`src/hdl/htbp_pkg.sv`:
```
// Shared types and constants for the template bit packer.
// Depends on nothing; imported by htbp_pack, htbp_unpack and the top level.
`timescale 1ns / 1ps
`default_nettype none

package htbp_pkg;

	localparam int unsigned FIELD_MAX_BITS = 64;
	localparam int unsigned FW_W           = $clog2(FIELD_MAX_BITS + 1);
	localparam int unsigned BUCKET_W       = 7;
	localparam int unsigned FILL_W         = 3;
	localparam int unsigned STREAM_MAX     = BUCKET_W + FIELD_MAX_BITS + 8;
	localparam int unsigned MAX_BYTES      = STREAM_MAX / 8;
	localparam int unsigned BUF_W          = MAX_BYTES * 8;
	localparam int unsigned COMB_W         = BUF_W + 8;
	localparam int unsigned LEN_W          = $clog2(COMB_W + 1);
	localparam int unsigned CNT_W          = $clog2(MAX_BYTES + 1);

	localparam logic [7:0] CH_TAB    = 8'h09;
	localparam logic [7:0] CH_LF     = 8'h0A;
	localparam logic [7:0] CH_CR     = 8'h0D;
	localparam logic [7:0] CH_SPACE  = 8'h20;
	localparam logic [7:0] CH_HASH   = 8'h23;
	localparam logic [7:0] CH_COLON  = 8'h3A;
	localparam logic [7:0] CH_BSLASH = 8'h5C;
	localparam logic [7:0] CH_N      = 8'h6E;
	localparam logic [7:0] CH_R      = 8'h72;
	localparam logic [7:0] CH_T      = 8'h74;

	typedef enum logic [1:0] {
		MODE_NONE  = 2'd0,
		MODE_HEX   = 2'd1,
		MODE_WIDTH = 2'd2
	} mode_t;

	// One accepted character's worth of output, right-justified bit stream.
	typedef struct packed {
		logic              valid;
		logic [COMB_W-1:0] bits;
		logic [LEN_W-1:0]  len;
		logic [CNT_W-1:0]  nres;
		logic              rend;
		logic              bvalid;
	} pkt_t;

endpackage

`default_nettype wire

```
`src/hdl/htbp_pack.sv`:
```
// Character decoder, field/bucket state and the stage-1 packet register.
// Depends on htbp_pkg.
`timescale 1ns / 1ps
`default_nettype none

module htbp_pack
	import htbp_pkg::*;
(
	input  wire logic       clk,
	input  wire logic       arst_n,
	input  wire logic       in_valid,
	output logic            in_ready,
	input  wire logic [7:0] in_char,
	input  wire logic       end_of_input,
	output pkt_t            pkt,
	input  wire logic       take
);

	logic                      esc_q;
	mode_t                     mode_q;
	logic                      com_q;
	logic [FIELD_MAX_BITS-1:0] val_q;
	logic [FW_W-1:0]           wid_q;
	logic [BUCKET_W-1:0]       bkt_q;
	logic [FILL_W-1:0]         fill_q;
	logic                      rhb_q;
	pkt_t                      pkt_s1;

	logic                      nx_esc;
	mode_t                     nx_mode;
	logic                      nx_com;
	logic [FIELD_MAX_BITS-1:0] nx_val;
	logic [FW_W-1:0]           nx_wid;
	logic                      emit;
	logic                      lit;
	logic                      nib;
	logic                      do_close;
	logic                      wclr;
	logic [7:0]                litv;
	logic [3:0]                dig;
	logic [FW_W+3:0]           wacc;
	logic [FW_W:0]             wsum;
	logic [FIELD_MAX_BITS-1:0] fv_m;
	logic [FIELD_MAX_BITS+7:0] fl;
	logic [LEN_W-1:0]          lr;
	logic [LEN_W-1:0]          len;
	logic [LEN_W:0]            len_up;
	logic [COMB_W-1:0]         comb;
	logic [CNT_W-1:0]          nbytes;
	logic                      any;
	logic                      marker;
	logic [FILL_W-1:0]         rem;
	logic [BUCKET_W-1:0]       nb;
	logic                      accept;

	assign in_ready = !pkt_s1.valid || take;
	assign accept   = in_valid && in_ready;
	assign pkt      = pkt_s1;
	assign dig      = in_char[6] ? (in_char[3:0] + 4'd9) : in_char[3:0];

	always_comb begin
		nx_esc   = esc_q;
		nx_mode  = mode_q;
		nx_com   = com_q;
		emit     = 1'b0;
		lit      = 1'b0;
		nib      = 1'b0;
		do_close = 1'b0;
		wclr     = 1'b0;
		litv     = in_char;
		if (end_of_input) begin
			do_close = 1'b1;
			emit     = 1'b1;
			nx_esc   = 1'b0;
			nx_mode  = MODE_NONE;
			nx_com   = 1'b0;
		end else begin
			case (in_char) inside
				CH_HASH: begin
					if (esc_q) lit = 1'b1;
					else begin
						nx_com  = 1'b1;
						nx_mode = MODE_NONE;
					end
				end
				CH_BSLASH: begin
					if (esc_q) lit = 1'b1;
					else if (!com_q) begin
						nx_esc  = 1'b1;
						nx_mode = MODE_NONE;
					end
				end
				CH_SPACE, CH_TAB, CH_CR: begin
					if (esc_q) lit = 1'b1;
					else nx_mode = MODE_NONE;
				end
				CH_LF: begin
					if (esc_q) lit = 1'b1;
					else begin
						nx_com   = 1'b0;
						nx_mode  = MODE_NONE;
						do_close = 1'b1;
						emit     = 1'b1;
					end
				end
				CH_N, CH_R, CH_T: begin
					if (esc_q) begin
						lit  = 1'b1;
						litv = (in_char == CH_N) ? CH_LF : ((in_char == CH_R) ? CH_CR : CH_TAB);
					end else if (!com_q) lit = 1'b1;
				end
				[8'h30:8'h39], [8'h41:8'h46], [8'h61:8'h66]: begin
					if (!com_q) begin
						if (!esc_q && mode_q == MODE_NONE) lit = 1'b1;
						else nib = 1'b1;
					end
				end
				CH_COLON: begin
					if (!com_q) begin
						if (mode_q == MODE_NONE) lit = 1'b1;
						else begin
							nx_mode = MODE_WIDTH;
							wclr    = 1'b1;
						end
					end
				end
				default: begin
					if (!com_q) lit = 1'b1;
				end
			endcase
		end
		if (lit) begin
			emit    = 1'b1;
			nx_esc  = 1'b0;
			nx_mode = MODE_NONE;
		end
		// a new escaped field flushes the pending one
		if (nib && mode_q == MODE_NONE) emit = 1'b1;

		nx_val = val_q;
		nx_wid = wclr ? '0 : wid_q;
		if (emit) begin
			nx_val = '0;
			nx_wid = '0;
		end
		wacc = ({4'b0, wid_q} << 3) + ({4'b0, wid_q} << 1) + (FW_W+4)'(dig);
		wsum = {1'b0, nx_wid} + (FW_W+1)'(4);
		if (nib) begin
			if (mode_q == MODE_WIDTH) begin
				nx_wid = (wacc > (FW_W+4)'(FIELD_MAX_BITS)) ? FW_W'(FIELD_MAX_BITS)
				                                             : wacc[FW_W-1:0];
			end else begin
				nx_val  = {nx_val[FIELD_MAX_BITS-5:0], dig};
				nx_wid  = (wsum > (FW_W+1)'(FIELD_MAX_BITS)) ? FW_W'(FIELD_MAX_BITS)
				                                              : wsum[FW_W-1:0];
				nx_esc  = 1'b0;
				nx_mode = MODE_HEX;
			end
		end

		// bucket bits, then field bits, then literal, MSB first
		fv_m   = val_q & ({FIELD_MAX_BITS{1'b1}} >> (FW_W'(FIELD_MAX_BITS) - wid_q));
		fl     = !emit ? '0 : (lit ? {fv_m, litv} : {8'b0, fv_m});
		lr     = (emit ? LEN_W'(wid_q) : '0) + (lit ? LEN_W'(8) : '0);
		comb   = (COMB_W'(bkt_q) << lr) | COMB_W'(fl);
		len    = LEN_W'(fill_q) + lr;
		len_up = {1'b0, len} + (LEN_W+1)'(7);
		nbytes = do_close ? CNT_W'(len_up >> 3) : CNT_W'(len >> 3);
		any    = nbytes != '0;
		marker = do_close && rhb_q && !any;
		rem    = len[FILL_W-1:0];
		nb     = comb[BUCKET_W-1:0] & ~({BUCKET_W{1'b1}} << rem);
	end

	always_ff @(posedge clk or negedge arst_n) begin
		if (!arst_n) begin
			esc_q  <= 1'b0;
			mode_q <= MODE_NONE;
			com_q  <= 1'b0;
			val_q  <= '0;
			wid_q  <= '0;
			bkt_q  <= '0;
			fill_q <= '0;
			rhb_q  <= 1'b0;
		end else if (accept) begin
			esc_q  <= nx_esc;
			mode_q <= nx_mode;
			com_q  <= nx_com;
			val_q  <= nx_val;
			wid_q  <= nx_wid;
			bkt_q  <= do_close ? '0 : nb;
			fill_q <= do_close ? '0 : rem;
			rhb_q  <= !do_close && (rhb_q || any);
		end
	end

	always_ff @(posedge clk or negedge arst_n) begin
		if (!arst_n) begin
			pkt_s1 <= '0;
		end else if (accept && (any || marker)) begin
			pkt_s1.valid  <= 1'b1;
			pkt_s1.bits   <= comb;
			pkt_s1.len    <= len;
			pkt_s1.nres   <= nbytes + CNT_W'(marker);
			pkt_s1.rend   <= do_close;
			pkt_s1.bvalid <= any;
		end else if (take) begin
			pkt_s1.valid <= 1'b0;
		end
	end

endmodule

`default_nettype wire

```
`src/hdl/htbp_unpack.sv`:
```
// Result register: aligns a packet's bit stream and hands out one byte per transaction.
// Depends on htbp_pkg.
`timescale 1ns / 1ps
`default_nettype none

module htbp_unpack
	import htbp_pkg::*;
(
	input  wire logic       clk,
	input  wire logic       arst_n,
	input  wire pkt_t       pkt,
	output logic            take,
	output logic            out_valid,
	input  wire logic       out_ready,
	output logic [7:0]      out_byte,
	output logic            byte_valid,
	output logic            record_end
);

	logic              valid_q;
	logic [BUF_W-1:0]  buf_q;
	logic [CNT_W-1:0]  cnt_q;
	logic              rend_q;
	logic              bv_q;
	logic              last;
	logic              done;
	logic [COMB_W-1:0] lj;

	assign last       = cnt_q == CNT_W'(1);
	assign done       = valid_q && out_ready;
	assign take       = pkt.valid && (!valid_q || (out_ready && last));
	assign lj         = pkt.bits << (LEN_W'(COMB_W) - pkt.len);
	assign out_valid  = valid_q;
	assign out_byte   = buf_q[BUF_W-1 -: 8];
	assign byte_valid = bv_q;
	assign record_end = rend_q && last;

	always_ff @(posedge clk or negedge arst_n) begin
		if (!arst_n) begin
			valid_q <= 1'b0;
			cnt_q   <= '0;
		end else if (take) begin
			valid_q <= 1'b1;
			cnt_q   <= pkt.nres;
		end else if (done) begin
			if (last) valid_q <= 1'b0;
			cnt_q <= cnt_q - CNT_W'(1);
		end
	end

	always_ff @(posedge clk) begin
		if (take) begin
			buf_q  <= lj[COMB_W-1 -: BUF_W];
			rend_q <= pkt.rend;
			bv_q   <= pkt.bvalid;
		end else if (done) begin
			buf_q <= buf_q << 8;
		end
	end

endmodule

`default_nettype wire

```
`src/hdl/hex_template_bit_packer_unit.sv`:
```
// Template bit packer: one template character in per cycle while in_ready is high, packed bytes out.
// Depends on htbp_pkg, htbp_pack and htbp_unpack.
//
// One character is accepted per cycle while in_ready is high. The decoder, field
// state and bit bucket update in the accepting cycle; the bits a character releases
// go to a stage-1 packet register and then to the result register, from which the
// results are taken. A character yields 0 to 9 results, and the result register
// hands out one per cycle while out_ready is high, so once a character that releases
// N results reaches the result register, the next character that also releases
// results waits in stage 1 and the input stalls until the last of the N is taken
// (a literal with no field pending gives exactly one byte, so such literals stream at one per cycle).
// A newline or end_of_input pads the last byte with zeros and flags it with
// record_end; if a record that already sent bytes closes with nothing left,
// a single result with byte_valid low carries record_end.
`timescale 1ns / 1ps
`default_nettype none

module hex_template_bit_packer_unit
	import htbp_pkg::*;
(
	input  wire logic       clk,
	input  wire logic       arst_n,
	input  wire logic       in_valid,
	output logic            in_ready,
	input  wire logic [7:0] in_char,
	input  wire logic       end_of_input,
	output logic            out_valid,
	input  wire logic       out_ready,
	output logic [7:0]      out_byte,
	output logic            byte_valid,
	output logic            record_end
);

	pkt_t pkt;
	logic take;

	htbp_pack u_pack (
		.clk          (clk),
		.arst_n       (arst_n),
		.in_valid     (in_valid),
		.in_ready     (in_ready),
		.in_char      (in_char),
		.end_of_input (end_of_input),
		.pkt          (pkt),
		.take         (take)
	);

	htbp_unpack u_unpack (
		.clk        (clk),
		.arst_n     (arst_n),
		.pkt        (pkt),
		.take       (take),
		.out_valid  (out_valid),
		.out_ready  (out_ready),
		.out_byte   (out_byte),
		.byte_valid (byte_valid),
		.record_end (record_end)
	);

endmodule

`default_nettype wire

```
`config.mk`:
```
export PLATFORM = sky130hd
export DESIGN_NAME = hex_template_bit_packer_unit
export DESIGN_NICKNAME = d
export VERILOG_FILES = /design/src/hdl/htbp_pkg.sv /design/src/hdl/htbp_pack.sv /design/src/hdl/htbp_unpack.sv /design/src/hdl/hex_template_bit_packer_unit.sv
export SDC_FILE = /design/constraint.sdc
export NUM_CORES = 1
export LEC_CHECK = 0
export ABC_AREA = 1
export BUFFER_PORTS_ARGS = -buffer_cell sky130_fd_sc_hd__buf_2
export CAP_MARGIN = 20
export CORE_ASPECT_RATIO = 0.9
export CORE_MARGIN = 3
export CORE_UTILIZATION = 35
export DETAILED_ROUTE_END_ITERATION = 7
export SYNTH_ARGS = -nofsm -noshare
export SYNTH_HDL_FRONTEND = slang
export SYNTH_SLANG_ARGS = --single-unit
```
`constraint.sdc`:
```
create_clock -name clk -period 11.4 [get_ports clk]
set_input_delay 0 -clock clk [delete_from_list [all_inputs] [get_ports clk]]
set_output_delay 0 -clock clk [all_outputs]
set_load 0.05 [all_outputs]
```
==> results.py, run 1 <==
metrics = {
    "status": {
        "outcome": "complete, no violations",
    },
    "setup_path": {
        "timing.critical_path.fanout_max": 86,
        "critical_path_required_ps": 11920,
        "crit_family": "buffers and inverters",
        "path_buf_inv": 9,
        "cp-start-kind": "input pin",
        "cpMostUsedCell": "nand3_1",
        "path_class": "input pin to flip-flop",
        "endpoint_kind": "flip-flop",
        "max_stage_delay_ps": 710,
        "cp.arrival_ps": 6870,
        "crit_slowest_cell": "buf_4",
    },
    "cts": {
        "htree_num_levels": 1,
        "clkTransAtPathRegs_ps": 60,
        "ctsLongestPathBuffers": 3,
        "cts_made_buffers": 31,
        "root_buffer": "clkbuf_16",
        "cts.sinks": 259,
        "hold_buffers": 7,
        "cts_tree": "built",
        "worst_skew_pair.late_latency_ps": 620,
        "cts_resized": 0,
        "post_cts_buffers": 0,
    },
    "route": {
        "wl_per_cell_um": 18.82,
        "drc": 0,
        "drt_iter0_drc": 2680,
        "vias": 20609,
        "drt.antenna.violating_nets": 0,
        "finalWirelength_mm": 69.25,
        "dr.pass1.iters": 7,
        "vias_per_cell": 5.602,
    },
    "synthesis": {
        "ys_warn_count": 0,
        "synth_cells": 3016,
        "synth_top_cell_area_share_pct": 22.80,
        "synth_top_area_cell": "dfrtp_1",
        "ys_types": 56,
        "synthFlopType": "dfrtp_1",
        "syn_nets": 3063,
        "syn_avg_cell_area_um2": 6.733,
        "ys_ff_latch": 259,
        "synth_area_um2": 20310,
        "synth_seq_area_share_pct": 33.74,
        "synthArstFlopShare_pct": 71.43,
        "synth_edf_count": 74,
        "synth.area.top_cells": "dfrtp_1 23%, nand2_1 17%, edfxtp_1 11%, o21ai_0 10%, nand3_1 10%",
    },
    "floorplan": {
        "core_um2": 57220,
        "die-area_um2": 60950,
        "start_util_pct": 35.49,
        "pin_count": 25,
        "rows": 83,
        "die_w_um": 259.9,
        "die_h_um": 234.5,
    },
    "grt": {
        "grt_pass1_vias": 18599,
        "grt-busiest-layer": "met1",
        "antenna_found_initial": 0,
        "track_usage_pct": 22.33,
        "use_met1_pct": 33.91,
        "met2_usage_pct": 32.18,
        "met3_usage_pct": 3.904,
        "grt.overflow.total": 0,
        "grt_max_degree": 95,
        "grt_pass1_wl_mm": 109.0,
    },
    "layout": {
        "mostFrequentLayoutCells": "894 x nand2_1, 409 x o21ai_0, 406 x nand3_1, 200 x inv_1, 184 x dfrtp_1",
        "area_growth_pct": 7.529,
        "drive_gt1_share_pct": 5.834,
        "nNetsFinal": 2937,
        "stdcell_count": 3679,
        "final_common_cell": "nand2_1",
        "diodes": 0,
    },
    "timing": {
        "worstMarginPinSlew_ps": 1044,
        "fin_skew_ps": 43.13,
        "relSlewSlack_pct": 30.39,
        "rsz0062_at_grt": "no",
        "fin_tns_setup_ps": 0,
        "min_period_ps": 6346,
        "fin_ws_ps": 5054,
        "fin_crit_sh_pct": 55.67,
        "fmax_mhz": 157.6,
        "final_max_slew_viol_count": 0,
        "final_hold_viol_count": 0,
        "setup_viol": 0,
    },
    "pwr": {
        "finalPower_mw": 7.091,
        "powerDensity_nw_per_um2": 324.7,
        "ir_drop_v": 0.0002133,
        "leakagePower_nw": 9.687,
    },
    "placement": {
        "dpl_worst_slack_ps": 5132,
        "routabilityCongestion": 0.9551,
        "io_buffers": 24,
        "hpwl_mm": 49.70,
        "dpl.cell_count": 3615,
    },
    "job": {
        "maxCapViolations": 0,
    },
    "hold_path": {
        "hold_path.class": "input pin to flip-flop",
    },
}
-- cell families after synthesis --
family                   Yosys count  synth area share, %
AO/OA/AOI/OAI                    680                19.64
XOR/XNOR                          18               0.8502
adder cells (fa/ha/maj)           34                2.169
buffers and inverters            444                8.970
flip-flops                       259                33.74
multiplexers                      59                2.908
AND/OR/NAND/NOR                 1522                31.73
-- routing by layer --
metal | up-vias | wire length (µm)
li1 | 10031 | -
met1 | 9680 | 33270
met2 | 792 | 28340
met3 | 106 | 5594
met4 | 0 | 2048
met5 | - | 0
-- synthesized netlist by cell type, drive strengths merged (8+ instances only) --
cell	count
nand2	910
o21ai	417
nand3	410
inv	211
dfrtp	185
clkbuf	165
nor2	154
edfxtp	74
mux2i	59
buf	58
o22ai	54
o211ai	52
a21oi	44
o221ai	36
ha	32
nand4	18
nor3	17
o21bai	16
xor2	12
a22o	11
a32o	11
a31oi	10
clkinv	10
or2	9
o31ai	8
-- worst register-to-register path, stage by stage, from the launching register on --
cell	delay [ps]
dfrtp_1	520
inv_2	160
a31oi_4	250
nand2_1	110
inv_2	510
nand2_8	270
inv_2	120
buf_4	630
nor2_1	120
ha_1	310
buf_4	290
clkinv_1	670
nand3_1	390
nand3_1	140
nor2_2	190
nand3_1	110
nand2_2	110
nand3_2	100
nand2_2	170
buf_4	720
nand3_1	250
nand2_1	110
-- where the power goes --
| group | switching (mW) | internal (mW) |
|---|---|---|
| Clock | 0.434 | 0.582 |
| Combinational | 3.41 | 1.30 |
| Sequential | 0.177 | 1.19 |
-- final cells by class --
class                           instances  area (µm²)
Fill cell                            6185       35380
Multi-Input combinational cell       2313       11710
Sequential cell                       259        6853
Tap cell                              765       957.2
Clock buffer                           41       864.6
Inverter                              221       832.0
Timing Repair Buffer                   64       459.2
Clock inverter                         16       161.4
-- final timing paths --
check                         startpoint             endpoint  slack, ps  cells past startpoint
max                           in_char[0]       u_pack.pkt[71]       5050                     27
min                           in_char[6]      u_pack.val_q[0]         30                      3
max reg2reg                 u_pack.esc_q       u_pack.pkt[71]       5070                     21
min reg2reg                u_pack.pkt[0]  u_unpack.byte_valid        450                      0
max in group asynchronous         arst_n        u_pack.pkt[6]       8960                      5
min in group asynchronous         arst_n     u_pack.val_q[45]        450                      3
-- per-stage QoR --
step / util (%) / instance area (µm²) / hold WS [ps]
2_1_floorplan: - / 20310 / -295.6
3_3_place_gp: 36.21 / 20720 / 45.63
3_5_place_dp: 36.25 / 20740 / 44.92
4_1_cts: 38.16 / 21840 / 8.577
5_1_grt: 38.16 / 21840 / 43.16
6_report: 38.16 / 21840 / 27.95
-- sequential cells by signal, indices dropped and copies added (netlist names) --
| name | cells |
|---|---|
| u_pack.pkt | 94 |
| u_unpack.rend_q | 1 |
| u_pack.com_q | 1 |
| u_unpack.buf_q | 72 |
| u_pack.wid_q | 7 |
| u_pack.esc_q | 1 |
| u_unpack.byte_valid | 1 |
| u_pack.fill_q | 3 |
| u_pack.bkt_q | 7 |
| u_unpack.cnt_q | 4 |
| u_pack.val_q | 64 |
| u_unpack.out_valid | 1 |
| u_pack.mode_q | 2 |
| u_pack.rhb_q | 1 |
No activity file was read; power rests on OpenSTA's default activity.
==> run 2, diff against run 1 <==
==> constraint.sdc (replaced) <==
create_clock -name clk -period 5.1 [get_ports clk]
set_input_delay 0 -clock clk [delete_from_list [all_inputs] [get_ports clk]]
set_output_delay 0 -clock clk [all_outputs]
set_load 0.05 [all_outputs]
==> results.py, run 2 (synthesis results as in run 1) <==
metrics = {
    "status": {
        "outcome": "complete, no violations",
    },
    "timing": {
        "setup_viol": 0,
        "worstMarginPinSlew_ps": 967.0,
        "min_period_ps": 4563,
        "fmax_mhz": 219.2,
        "fin_tns_setup_ps": 0,
        "fin_skew_ps": 34.92,
        "final_hold_viol_count": 0,
        "rsz0062_at_grt": "no",
        "final_max_slew_viol_count": 0,
        "fin_crit_sh_pct": 89.46,
        "whs_ps": 31.79,
        "relSlewSlack_pct": 35.46,
    },
    "grt": {
        "grt.overflow.total": 0,
        "grt_pass1_vias": 18435,
        "grt_max_degree": 142,
        "antenna_found_initial": 0,
        "grt_pass1_wl_mm": 108.5,
        "track_usage_pct": 22.18,
    },
    "route": {
        "wl_per_cell_um": 18.66,
        "drt.antenna.violating_nets": 0,
        "drc": 0,
        "vias": 20459,
        "finalWirelength_mm": 68.91,
        "drt_iter0_drc": 2718,
        "dr.pass1.iters": 5,
        "vias_per_cell": 5.541,
    },
    "floorplan": {
        "die_w_um": 259.9,
        "core_um2": 57220,
        "die-area_um2": 60950,
        "start_util_pct": 35.49,
        "pin_count": 25,
        "rows": 83,
        "die_h_um": 234.5,
    },
    "cts": {
        "cts_tree": "built",
        "htree_num_levels": 1,
        "post_cts_buffers": 0,
        "clkTransAtPathRegs_ps": 60,
        "cts_made_buffers": 31,
        "cts.sinks": 259,
        "worst_skew_pair.late_latency_ps": 610,
        "root_buffer": "clkbuf_16",
        "ctsLongestPathBuffers": 3,
    },
    "layout": {
        "utilization_pct": 38.49,
        "nNetsFinal": 2949,
        "largest_reg_flops": 94,
        "diodes": 0,
        "area_growth_pct": 8.447,
        "final_common_cell": "nand2_1",
        "drive_gt1_share_pct": 6.491,
        "mostFrequentLayoutCells": "894 x nand2_1, 409 x o21ai_0, 406 x nand3_1, 200 x inv_1, 184 x dfrtp_1",
    },
    "hold_path": {
        "holdPathStages": 3,
        "hold_path.class": "input pin to flip-flop",
    },
    "setup_path": {
        "timing.critical_path.fanout_max": 42,
        "max_stage_delay_ps": 550,
        "cp-start-kind": "input pin",
        "cp.arrival_ps": 5030,
        "r2r_cells": 25,
        "crit_slowest_cell": "dlygate4sd3_1",
        "path_class": "input pin to flip-flop",
        "endpoint_kind": "flip-flop",
        "path_buf_inv": 9,
        "critical_path_required_ps": 5560,
        "cpMostUsedCell": "nand2_1",
        "path_depth": 31,
        "crit_family": "simple AND/OR/NAND/NOR gates",
    },
    "placement": {
        "hpwl_mm": 50.69,
        "io_buffers": 24,
        "routabilityCongestion": 0.9585,
    },
    "job": {
        "maxCapViolations": 0,
    },
    "pwr": {
        "ir_drop_v": 0.0005531,
        "finalPower_mw": 15.94,
        "leakagePower_nw": 9.786,
        "powerDensity_nw_per_um2": 723.7,
    },
}
-- run 2: timing repair --
| item | in CTS | in global routing |
|---|---|---|
| resized for setup | 0 | 1 |
| hold endpoints to repair | 204 | 0 |
| endpoints found under the setup margin | 0 | 1 |
| hold buffers | 6 | 0 |
-- run 2: layout make-up --
| class | count | area (µm²) |
|---|---|---|
| tap | 765 | 957.2 |
| clock buffer | 40 | 902.1 |
| multi-input combinational | 2313 | 11710 |
| fill | 6142 | 35200 |
| timing repair buffer | 76 | 614.3 |
| clock inverter | 18 | 152.6 |
| sequential | 259 | 6853 |
| inverter | 221 | 832.0 |
-- run 2: final timing paths --
check | slack [ps] | startpoint | to
worst max-delay path | 540 | in_char[0] | u_pack.pkt[54]
worst min-delay path | 30 | in_char[6] | u_pack.val_q[0]
worst max register to register | 670 | u_pack.esc_q | u_pack.pkt[54]
worst min register to register | 450 | u_pack.pkt[1] | u_unpack.rend_q
max in group asynchronous | 3760 | arst_n | u_pack.pkt[6]
min in group asynchronous | 500 | arst_n | u_pack.val_q[30]
-- run 2: metal layers --
metal	GRT usage, %	up-vias	share of wire, %
met4	6.340	0	3.1
met2	31.87	713	41
met5	0	-	0
met3	2.689	94	6.5
li1	-	10054	-
met1	34.45	9598	50
-- run 2: worst reg2reg max path, cell delays in order (launching register included) --
cell,delay (ps)
dfrtp_1,530
inv_2,170
a31oi_4,250
nand2_1,100
inv_2,110
nand2_8,170
nand2_1,130
buf_4,190
inv_1,80
ha_1,220
ha_1,200
inv_1,80
nand2_2,60
nand2_1,70
nand2_1,130
nand2_1,120
nand3_1,110
nor2_2,170
nand2_2,80
nand2_2,120
inv_1,50
nor2_1,110
nand3_2,450
buf_12,400
nand3_1,120
nand2_1,70
-- run 2: power breakdown --
group          leakage, nW  internal, mW  total [mW]  switching [mW]
clock                0.528          1.31        2.28           0.974
combinational         6.02          3.01        10.6            7.58
sequential            3.23          2.65        3.06           0.414
-- run 2: per-stage QoR --
stage | cells | setup WS [ps] | area [µm²]
floorplan | 3016 | 205.6 | 20310
global placement | 3627 | 480.0 | 20870
detailed placement | 3627 | 483.2 | 20870
CTS | 3691 | 516.9 | 22000
global route | 3692 | 102.7 | 22020
finish | 3692 | 537.3 | 22020
